<file path="src/box_frustum_cull_core_assert.svh">
// ============================================================================
// box_frustum_cull_core_assert.svh
// Assertion macros for the chunk box culling core.
// ============================================================================
`ifndef BOX_FRUSTUM_CULL_CORE_ASSERT_SVH
`define BOX_FRUSTUM_CULL_CORE_ASSERT_SVH

`ifndef ASSERT_OFF

// Same-cycle implication, sampled on the rising clock edge.
`define BFC_ASSERT_NOW(label, clk, rst_n, ante, cons) \
    label: assert property (@(posedge clk) disable iff (!rst_n) (ante) |-> (cons)) \
        else $error("bfc assertion failed");

// Next-cycle implication, sampled on the rising clock edge.
`define BFC_ASSERT_NEXT(label, clk, rst_n, ante, cons) \
    label: assert property (@(posedge clk) disable iff (!rst_n) (ante) |=> (cons)) \
        else $error("bfc assertion failed");

`else

`define BFC_ASSERT_NOW(label, clk, rst_n, ante, cons)
`define BFC_ASSERT_NEXT(label, clk, rst_n, ante, cons)

`endif

`endif

</file>
<file path="src/bfc_pkg.sv">
// ============================================================================
// bfc_pkg
// Shared types, widths and codes of the chunk box culling core.
// ============================================================================
package bfc_pkg;

    // Geometry and table shape
    localparam int CHUNK_WIDTH  = 32;
    localparam int PLANE_COUNT  = 6;
    localparam int ORTHO_PLANES = 4;
    localparam int COEF_COUNT   = 4;

    // Field widths
    localparam int COEF_W      = 32;
    localparam int COORD_W     = 16;
    localparam int HEIGHT_W    = 9;
    localparam int PLANE_IDX_W = 3;
    localparam int COEF_IDX_W  = 2;

    // Derived arithmetic widths
    localparam int POS_W   = COORD_W + $clog2(CHUNK_WIDTH) + 1;
    localparam int SPAN    = CHUNK_WIDTH + 1;
    localparam int SPAN_W  = $clog2(SPAN) + 2;
    localparam int XPROD_W = COEF_W + POS_W;
    localparam int YPROD_W = COEF_W + HEIGHT_W + 1;
    localparam int SPROD_W = COEF_W + SPAN_W;
    localparam int SUM_W   = XPROD_W + 3;

    // Configuration port
    localparam int REG_COUNT = 1;
    localparam int ADDR_W    = $clog2(4 * REG_COUNT) + 1;
    localparam int DATA_W    = 32;
    localparam logic REG_ORTHO_MODE = 1'b0;

    // Item kinds
    localparam logic REQ_LOAD = 1'b0;
    localparam logic REQ_TEST = 1'b1;

    // Coefficient codes
    localparam logic [COEF_IDX_W-1:0] COEF_X = 2'd0;
    localparam logic [COEF_IDX_W-1:0] COEF_Y = 2'd1;
    localparam logic [COEF_IDX_W-1:0] COEF_Z = 2'd2;
    localparam logic [COEF_IDX_W-1:0] COEF_D = 2'd3;

    typedef logic signed [COEF_W-1:0] coef_t;

    typedef struct packed {
        coef_t a;
        coef_t b;
        coef_t c;
        coef_t d;
    } plane_t;

    typedef plane_t [PLANE_COUNT-1:0] plane_set_t;

    typedef struct packed {
        logic                        req_type;
        logic [PLANE_IDX_W-1:0]      plane_index;
        logic [COEF_IDX_W-1:0]       coef_index;
        logic signed [COEF_W-1:0]    coef_value;
        logic signed [COORD_W-1:0]   chunk_p;
        logic signed [COORD_W-1:0]   chunk_q;
        logic [HEIGHT_W-1:0]         min_height;
        logic [HEIGHT_W-1:0]         max_height;
    } in_word_t;

    typedef struct packed {
        logic result_kind;
        logic visible;
    } out_word_t;

    // Box corner origin and height range of one test
    typedef struct packed {
        logic signed [POS_W-1:0] x0;
        logic signed [POS_W-1:0] z0;
        logic [HEIGHT_W-1:0]     ylo;
        logic [HEIGHT_W-1:0]     yhi;
    } box_t;

    // Stage advance strobes shared by the pipeline
    typedef struct packed {
        logic adv1;
        logic adv2;
    } pipe_ctrl_t;

endpackage

</file>
<file path="src/bfc_plane_table.sv">
// ============================================================================
// bfc_plane_table
// Six clip planes of four coefficients each, written one coefficient a time.
// ============================================================================
module bfc_plane_table (
    input  logic                                clk,
    input  logic                                rst_n,
    input  logic                                wr_en,
    input  logic [bfc_pkg::PLANE_IDX_W-1:0]     plane_index,
    input  logic [bfc_pkg::COEF_IDX_W-1:0]      coef_index,
    input  bfc_pkg::coef_t                      coef_value,
    output bfc_pkg::plane_set_t                 planes
);

    bfc_pkg::coef_t coef_reg [bfc_pkg::PLANE_COUNT][bfc_pkg::COEF_COUNT];

    // Out-of-range plane indexes match no row and write nothing.
    always_ff @(posedge clk or negedge rst_n)
    begin
        if (!rst_n)
        begin
            for (int i = 0; i < bfc_pkg::PLANE_COUNT; i++)
            begin
                for (int k = 0; k < bfc_pkg::COEF_COUNT; k++)
                begin
                    coef_reg[i][k] <= '0;
                end
            end
        end
        else if (wr_en)
        begin
            for (int i = 0; i < bfc_pkg::PLANE_COUNT; i++)
            begin
                for (int k = 0; k < bfc_pkg::COEF_COUNT; k++)
                begin
                    if (plane_index == bfc_pkg::PLANE_IDX_W'(i) &&
                        coef_index == bfc_pkg::COEF_IDX_W'(k))
                    begin
                        coef_reg[i][k] <= coef_value;
                    end
                end
            end
        end
    end

    always_comb
    begin
        for (int i = 0; i < bfc_pkg::PLANE_COUNT; i++)
        begin
            planes[i].a = coef_reg[i][bfc_pkg::COEF_X];
            planes[i].b = coef_reg[i][bfc_pkg::COEF_Y];
            planes[i].c = coef_reg[i][bfc_pkg::COEF_Z];
            planes[i].d = coef_reg[i][bfc_pkg::COEF_D];
        end
    end

endmodule

</file>
<file path="config.mk">
export PLATFORM = sky130hd
export DESIGN_NAME = bfc_plane_table
export DESIGN_NICKNAME = d
export VERILOG_FILES = /design/src/box_frustum_cull_core_assert.svh /design/src/bfc_pkg.sv /design/src/bfc_plane_table.sv
export SDC_FILE = /design/constraint.sdc
export NUM_CORES = 1
export LEC_CHECK = 0
export BUFFER_PORTS_ARGS = -buffer_cell sky130_fd_sc_hd__buf_2
export CELL_PAD_IN_SITES_DETAIL_PLACEMENT = 1
export CELL_PAD_IN_SITES_GLOBAL_PLACEMENT = 2
export CORE_AREA = 2 2 319 321
export CTS_CLUSTER_DIAMETER = 40
export CTS_CLUSTER_SIZE = 20
export DETAILED_ROUTE_END_ITERATION = 10
export DIE_AREA = 0 0 321 323
export GPL_TIMING_DRIVEN = 0
export HOLD_SLACK_MARGIN = 0.06
export PLACE_DENSITY_LB_ADDON = 0.1
export SETUP_SLACK_MARGIN = 0.05
export SYNTH_ARGS = -nofsm -noshare
export SYNTH_HDL_FRONTEND = slang
export SYNTH_SLANG_ARGS = --single-unit
</file>
<file path="constraint.sdc">
create_clock -name clk -period 2.61 [get_ports clk]
set_clock_uncertainty 0.2 [all_clocks]
set_input_delay 0.522 -clock clk [delete_from_list [all_inputs] [get_ports clk]]
set_output_delay 0.522 -clock clk [all_outputs]
set_load 0.02 [all_outputs]
</file>
==> run metrics, run 1 <==
DRT Wirelength=108000 µm; global-route wire length before repair=153000 µm; cts hold-fix bufs=32; port bufs=806; RSZ-0062 raised after global routing=yes; synth cell count leaders=dfrtp_1, mux2_2, clkbuf_1; syn_nets=1760; Tmin final=2.52 ns; max_slew headroom=~27%; power per cell area=1080 mW/mm²; WL/cell=about 26 µm; post-DR vias/cell=~4.6; Max FO, Critical Path=10; Overflow after GRT=0; final instance area=0.0398 mm²; Yosys cell types=24; postcts setup bufs=0; Worst IR Drop VDD=0.000517 V; Reg2Reg Launch Point=planes[427]; Tot Pwr=0.0432 W; CTS Sinks=768; final worst-path cycle share=96.7%; CTS tree=yes; full die area=0.104 mm²; Post-synth EDFFs=0; R2R depth=1; Final Util=39.6%; DP HPWL=81000 µm; Leak Pwr=20.4 nW; Final ANT Viol Nets=0; htree depth=4; synthesized cell area=0.0289 mm²; Slew Viols, Final=0; Fmax=396 MHz; post-synth top area cell=dfrtp_1; Setup-failing EPs final=0; Final Hold Viols=107; max reg flops=roughly 770; Setup Crit Path Kind=input pin to flop; Max-Cap Viols=0; Total GRT Usage=20.7%; synthesized flop and latch total=768; chip width=321 µm; deepest clock path buffer count=3; initial antenna violation count=2; Synth async-reset ratio=100%; Hold WC Path Type=input pin to asynchronous set/reset pin; status=complete, but fails checks; DP Area=0.0347 mm²; critical path required time=2.99 ns; Worst R2R Setup Slack=1.60 ns; Die Ht=323 µm; Synth Instances=approximately 1700; ys flop type=dfrtp_1; violated checks=negative hold slack; area delta synth->final=38.0%; hold_ws=-0.448 ns; # IOs=808; largest net degree at the start of global routing=~120; DRT Pass-1 Iters=4; clock buffer count from CTS=139; core area=0.101 mm²; Critical Path Source Type=input pin; Synth Warn #=0; Mean Syn Cell Area=16.8 µm²; share of the synthesized area in the top cell type=66.6%; Synth area leaders=dfrtp_1, mux2_2, mux2_4; sequential fraction of the synthesis area=66.6%; vias in the first global route=20700; starting density of the core=between 20% and 30%; DRT iter0 DRCs=675; drt drc=0; DR vias=18800; # nets final=2745; Setup crit start=plane_index[0]; Clk Tree Root Cell=clkbuf_16; top-count cell post-synth=dfrtp_1; gpl congestion=0.799; CP Capture Type=flop; actual slew at the worst max-slew pin=approximately 1.1 ns; Reg clk slew, reported paths=0.05 ns; Clock Latency Late Sink=0.71 ns; share of layout cells above drive strength 1=66.5%; TNS Setup=0 ns; CP Data Arrival Time=2.90 ns; number of cell rows=about 120
-- routing by layer --
metal | share of wire (%) | wire [µm] | track usage [%]
met5 | 0.011 | 12 | 0
met4 | 4.2 | 4500 | 9.12
met3 | 8.8 | 9560 | 8.23
met2 | 50 | 54000 | 35.4
met1 | 37 | 40200 | 22.7
-- through the flow --
step | setup WS [ns] | std cells
floorplan | 0.388 | 1720
global placement | -15.77 | 3835
detailed placement | -0.710 | 3841
CTS | 0.0675 | 4121
global route | -0.0124 | 4121
finish | 0.0856 | 4128
-- area by class of cell --
| cell class | instances | area (µm²) |
|---|---|---|
| clock buffers | 181 | 3910 |
| multi-input cells | 806 | 8990 |
| clock inverters | 67 | 877 |
| flip-flops and latches | 768 | 19200 |
| repair buffers | 844 | 4530 |
| fillers | 10400 | 60900 |
| plain buffers | 146 | 654 |
| diodes | 7 | 17.5 |
| well taps | 1309 | 1640 |
-- cells in the final DEF (no fill, tap or decap), types with 2 or more instances in the layout --
cell | Yosys | final
clkinv_8 | 0 | 3
nor2_1 | 5 | 5
inv_6 | 0 | 6
bufinv_16 | 0 | 17
clkinv_4 | 0 | 6
buf_16 | 0 | 6
dfrtp_1 | 768 | 768
nand2b_1 | 2 | 2
nor2b_1 | 3 | 3
nand3_1 | 2 | 2
dlygate4sd3_1 | 0 | 32
buf_1 | 5 | 5
clkinvlp_4 | 0 | 15
mux2_4 | 30 | 30
mux2_1 | 13 | 13
clkinv_2 | 0 | 20
nand2_1 | 11 | 11
and4bb_2 | 2 | 2
mux2_2 | 725 | 725
clkbuf_16 | 0 | 144
or3_1 | 2 | 2
buf_2 | 67 | 872
and3_1 | 2 | 2
nand3b_1 | 2 | 2
buf_6 | 3 | 3
clkbuf_8 | 0 | 17
diode_2 | 0 | 7
clkbuf_1 | 71 | 91
-- path summary, 6_finish.rpt --
check | end
worst max-delay path | planes[662]
worst min-delay path | planes[521]
worst max register to register | planes[427]
worst min register to register | planes[13]
max in group asynchronous | planes[311]
min in group clk | planes[575]
-- what timing repair did --
item	in CTS	in global routing
gates resized for setup	0	1
setup endpoints to repair	0	132
hold endpoints to repair	235	107
-- critical path, cell delays in order --
cell and delay [ns]:
buf_2 0.09, clkbuf_1 0.36, nand3b_1 0.17, nor2_1 0.85
buf_2 0.51, mux2_2 0.38
-- logic make-up after synthesis --
family / after synthesis / share of synthesized area [%]
buffers and inverters: 146 / 2.27
DFF: 768 / 66.6
muxes: 768 / 30.3
and+or+nand+nor: 38 / 0.806
-- report_power, final --
| group | switching, W | leakage, nW | total, W | internal [W] |
|---|---|---|---|---|
| Clock | 0.00618 | 2.31 | 0.0184 | 0.0122 |
| Sequential | 0.00117 | 9.82 | 0.0154 | 0.0143 |
| Combinational | 0.00599 | 8.25 | 0.00938 | 0.00339 |
No activity file was read; power rests on OpenSTA's default activity.
==> run 2: changes to the inputs <==
Settings changed: CORE_AREA 2 2 319 321 to 2 2 317 319, DIE_AREA 0 0 321 323 to 0 0 319 321.
Clock period 2.61 ns to 2.1 ns, I/O delays scaled along.
==> run metrics, run 2 (synthesis results as in run 1) <==
initial antenna violation count=7 (was 2); # nets final=2749 (was 2745); R2R depth=1 (unchanged); Fmax=492 MHz; Total GRT Usage=21.0% (was 20.7%); final worst-path cycle share=96.7%; largest net degree at the start of global routing=124 (was 118); CP Data Arrival Time=2.42 ns (was 2.90 ns); deepest clock path buffer count=3 (unchanged); share of layout cells above drive strength 1=67.1% (was 66.5%); Max FO, Critical Path=10 (unchanged); Max-Cap Viols=0 (unchanged); status=complete, but fails checks (unchanged); Leak Pwr=20.5 nW (was 20.4 nW); hold_ws=-0.103 ns (was -0.448 ns); Clk Tree Root Cell=clkbuf_16 (unchanged); Worst Setup EP=planes[667] (was planes[662]); full die area=0.102 mm² (was 0.104 mm²); Slew Viols, Final=0 (unchanged); Worst IR Drop VDD=0.000574 V (was 0.000517 V); Placed Cells=3831 (was 3841); Setup Crit Path Kind=input pin to flop (unchanged); violated checks=negative hold slack (unchanged); htree depth=4 (unchanged); chip width=319 µm (was 321 µm); Die Ht=321 µm (was 323 µm); Final Hold Viols=71 (was 107); RSZ-0062 raised after global routing=yes (unchanged); reg-to-reg critical path endpoint=planes[314] (was planes[427]); drt drc=0 (unchanged); DR vias=18800 (about the same); WL/cell=26.3 µm (was 26.2 µm); max_slew headroom=47.2% (was 26.8%); core area=0.0993 mm² (was 0.101 mm²); # IOs=808 (unchanged); Tmin final=approximately 2.0 ns; clock buffer count from CTS=135 (was 139); Critical Path Source Type=input pin (unchanged); Setup crit start=plane_index[0] (unchanged); vias in the first global route=20900 (was 20700); Setup-failing EPs final=0 (unchanged); area delta synth->final=38.6% (was 38.0%); critical path required time=2.49 ns (was 2.99 ns); global-route wire length before repair=154000 µm (was 153000 µm); fill count=10200 (was 10400); Clock Latency Late Sink=0.71 ns (about the same); post-DR vias/cell=4.56 (about the same); gpl congestion=0.817 (was 0.799); Worst R2R Setup Slack=1.10 ns (was 1.60 ns); DRT Wirelength=108000 µm (unchanged); max reg flops=768 (unchanged); actual slew at the worst max-slew pin=0.792 ns (was 1.09 ns); CTS tree=yes (unchanged); DP HPWL=81300 µm (was 81000 µm); Tot Pwr=0.0534 W (was 0.0432 W); commonest non-fill, non-tap cell in the layout=buf_2 (unchanged); number of cell rows=116 (was 117); DRT iter0 DRCs=534 (was 675); CP Capture Type=flop (unchanged); DRT Pass-1 Iters=4 (unchanged); cts hold-fix bufs=39 (was 32); starting density of the core=29.1% (was 28.7%); port bufs=806 (unchanged); CTS Sinks=768 (unchanged); Reg clk slew, reported paths=0.05 ns (about the same); Final ANT Viol Nets=0 (unchanged); Hold WC Path Type=input pin to asynchronous set/reset pin (unchanged); Overflow after GRT=0 (unchanged); commonest non-fill, non-tap cells in the layout=buf_2, dfrtp_1, mux2_2, clkbuf_16, clkbuf_1 (unchanged); Reg2Reg Launch Point=planes[314] (was planes[427]); fin cells=4112 (was 4128); power per cell area=1330 mW/mm² (was 1080 mW/mm²)
==> run 2: changes by cell type in the layout (fill, tap and decap cells not counted), sizes merged, moves of 2 or more <==
cell	delta
diode	-2
bufinv	-3
buf	+4
clkbuf	+3
clkinv	-4
clkinvlp	-6
==> run 2: worst min path at each step <==
stage	depth (start not counted)	slack [ns]	endpoint
final	6	-0.10	planes[588]
after floorplan	0	-0.08	planes[0]
after detailed placement	1	0.12	planes[723]
after CTS	6	-0.08	planes[588]
after global routing	6	-0.06	planes[588]
after global placement	1	0.27	planes[460]
==> run 2: critical path, cell delays in order <==
cell      delay, ns
buf_2          0.10
clkbuf_1       0.39
nand3b_1       0.29
nor2_4         0.41
buf_2          0.40
mux2_2         0.39
==> run 2: layout make-up <==
cell class	count	area (µm²)	area share (%)
Sequential cell	768	19200	48.1
Buffer	144	673	1.68
Timing Repair Buffer	854	4730	11.8
Multi-Input combinational cell	806	9030	22.6
Clock inverter	55	731	1.83
Antenna cell	5	12.5	0.0313
Clock buffer	182	3970	9.94
Tap cell	1298	1620	4.06
==> run 2: power by group <==
group	total (W)	switching [W]	leakage (nW)	internal (W)
registers	0.0191	0.00143	9.82	0.0177
clock network	0.0225	0.00755	2.30	0.0149
logic	0.0118	0.00750	8.36	0.00425
==> run 2: timing repair <==
action,4_1_cts,5_1_grt
buffers inserted,0,1
gates cloned,0,1
endpoints found under the setup margin,227,203
pin swaps,0,1
gates resized for setup,12,7
endpoints found under the hold margin,495,192
==> run 2: metal layers <==
layer  track usage (%)  up-vias  part of all wire [%]  wire (µm)
li1                  -     8063                     -          -
met1              22.5     9823                    37      40000
met2              35.6      659                    50      53700
met3              8.31      201                   8.4       9080
met4              10.8        4                   5.1       5470
met5                 0        -                 0.019         21
==> run 2: per-stage QoR <==
| stage | worst slack [ns] | area (µm²) | utilization, % | setup TNS (ns) |
|---|---|---|---|---|
| 6_report | 0.0692 | 40000 | 40.3 | 0 |
| 5_1_grt | -0.00471 | 40000 | 40.3 | -0.0131 |
| 4_1_cts | 0.0501 | 39900 | 40.2 | 0 |
| 3_5_place_dp | -1.06 | 34700 | 35.0 | -473.28 |
| 3_3_place_gp | -16.19 | 34500 | 34.8 | - |
| 2_1_floorplan | 0.0117 | 28900 | - | 0 |
==> run 3: changes to the inputs <==
Settings changed: PLACE_DENSITY from default to 0.73, PLACE_DENSITY_LB_ADDON 0.1 to default.
==> run metrics, run 3 (synthesis results as in run 1) <==
Reg area=0.0192 mm² (unchanged); CP most frequent cell=buf_2 (unchanged); Reg clk slew, reported paths=0.06 ns (was 0.05 ns); RSZ-0062 raised after global routing=yes (unchanged); Die Ht=321 µm (unchanged); Setup-failing EPs final=0 (unchanged); Final Hold Viols=109 (was 71); Placed Cells=3831 (unchanged); Max-Cap Viols=0 (unchanged); Final ANT Viol Nets=0 (unchanged); Hold WC Path Type=input pin to asynchronous set/reset pin (unchanged); Overflow after GRT=0 (unchanged); global-route wire length before repair=148000 µm (was 154000 µm); DP HPWL=76700 µm (was 81300 µm); full die area=0.102 mm² (unchanged); chip width=319 µm (unchanged); Setup Crit Path Kind=input pin to flop (unchanged); share of layout cells above drive strength 1=67.0% (was 67.1%); final instance area=0.0392 mm² (was 0.0400 mm²); fill count=10400 (was 10200); Tmin final=2.05 ns (was 2.03 ns); vias in the first global route=20700 (was 20900); # nets final=2731 (was 2749); CP Data Arrival Time=2.41 ns (was 2.42 ns); Clock Latency Late Sink=0.67 ns (was 0.71 ns); initial antenna violation count=13 (was 7); Critical Path Source Type=input pin (unchanged); Worst IR Drop VDD=0.000730 V (was 0.000574 V); # IOs=808 (unchanged); Leak Pwr=20.1 nW (was 20.5 nW); clock buffer count from CTS=116 (was 135); CP Capture Type=flop (unchanged); CTS Sinks=768 (unchanged); area of the multi-input gates=0.00905 mm² (was 0.00903 mm²); CTS tree=yes (unchanged); post-DR vias/cell=4.60 (was 4.56); hold_ws=-0.503 ns (was -0.103 ns); deepest clock path buffer count=3 (unchanged); drt drc=0 (unchanged); DRT iter0 DRCs=704 (was 534); max incr delay on CP=0.55 ns (was 0.41 ns); DRT Pass-1 Iters=4 (unchanged); Tot Pwr=0.0499 W (was 0.0534 W); core area=0.0993 mm² (unchanged); fin cells=4090 (was 4112); Clk Tree Root Cell=clkbuf_16 (unchanged); Max FO, Critical Path=10 (unchanged); gpl congestion=0.830 (was 0.817); DP Area=0.0347 mm² (about the same); Fmax=487 MHz (was 492 MHz); CP bufs+invs=3 (unchanged); commonest non-fill, non-tap cell in the layout=buf_2 (unchanged); starting density of the core=29.1% (unchanged); max_slew headroom=42.3% (was 47.2%); power per cell area=1270 mW/mm² (was 1330 mW/mm²); DRT Wirelength=104000 µm (was 108000 µm); critical path required time=2.45 ns (was 2.49 ns); commonest non-fill, non-tap cells in the layout=buf_2, dfrtp_1, mux2_2, clkbuf_16, clkbuf_1 (unchanged); actual slew at the worst max-slew pin=0.866 ns (was 0.792 ns); TNS Setup=0 ns (unchanged); WL/cell=25.4 µm (was 26.3 µm); status=complete, but fails checks (unchanged); max reg flops=768 (unchanged); htree depth=3 (was 4); Total GRT Usage=19.8% (was 21.0%); largest net degree at the start of global routing=118 (was 124); critical path's top delay family=simple AND/OR/NAND/NOR gates (was buffers and inverters); final worst-path cycle share=97.7% (was 96.7%); crit path cell chain=buf_2 > nand4b_1 > nor2_2 > buf_6 > buf_2 > mux2_2 (was buf_2 > clkbuf_1 > nand3b_1 > nor2_4 > buf_2 > mux2_2); DR vias=18800 (about the same); violated checks=negative hold slack (unchanged); Slew Viols, Final=0 (unchanged); slowest stage cell, crit path=nor2_2 (was nor2_4); number of cell rows=116 (unchanged); area delta synth->final=35.8% (was 38.6%); port bufs=806 (unchanged)
run 3: area by class of cell:
class                   instances  share of cell area [%]
clock inverters                66                    1.72
diodes                          5                  0.0319
well taps                    1298                    4.14
repair buffers                855                    12.0
plain buffers                 144                    1.71
clock buffers                 148                    8.28
multi-input cells             806                    23.1
flip-flops and latches        768                    49.0
run 3: stage by stage:
stage	utilization, %	hold WS [ns]	setup WS (ns)
5_1_grt	39.5	-0.508	0.00867
4_1_cts	39.3	-0.526	0.0275
2_1_floorplan	-	-0.0756	0.0117
3_3_place_gp	34.8	0.269	-15.37
3_5_place_dp	35.0	0.274	-1.12
6_report	39.5	-0.503	0.0485
run 3: path summary, 6_finish.rpt:
kind | startpoint | endpoint | slack, ns | cells past startpoint
hold reg to reg | planes[460] | planes[460] | 0.28 | 1
min in group clk | coef_value[24] | planes[408] | 0.13 | 2
setup / recovery | plane_index[2] | planes[385] | 0.05 | 6
max in group asynchronous | rst_n | planes[385] | 0.63 | 3
setup reg to reg | planes[154] | planes[154] | 1.07 | 1
hold / removal | rst_n | planes[457] | -0.50 | 1
run 3: routing by layer:
| layer | global-route usage [%] | part of all wire [%] |
|---|---|---|
| met1 | 22.9 | 39 |
| met2 | 33.5 | 49 |
| met3 | 5.98 | 7.2 |
| met4 | 9.03 | 4.8 |
| met5 | 0 | 0 |
run 3: power by group:
| part | switching [W] | internal (W) | total (W) |
|---|---|---|---|
| clock network | 0.00717 | 0.0120 | 0.0192 |
| logic | 0.00721 | 0.00425 | 0.0115 |
| registers | 0.00152 | 0.0177 | 0.0192 |
| total | 0.0159 | 0.0340 | 0.0499 |
run 3: repair_timing:
item,in CTS,in global routing
hold buffers,32,8
setup endpoints to repair,349,256
gates cloned,0,1
hold endpoints to repair,319,101
resized for setup,14,9
buffers inserted,1,0
pin swaps,1,0
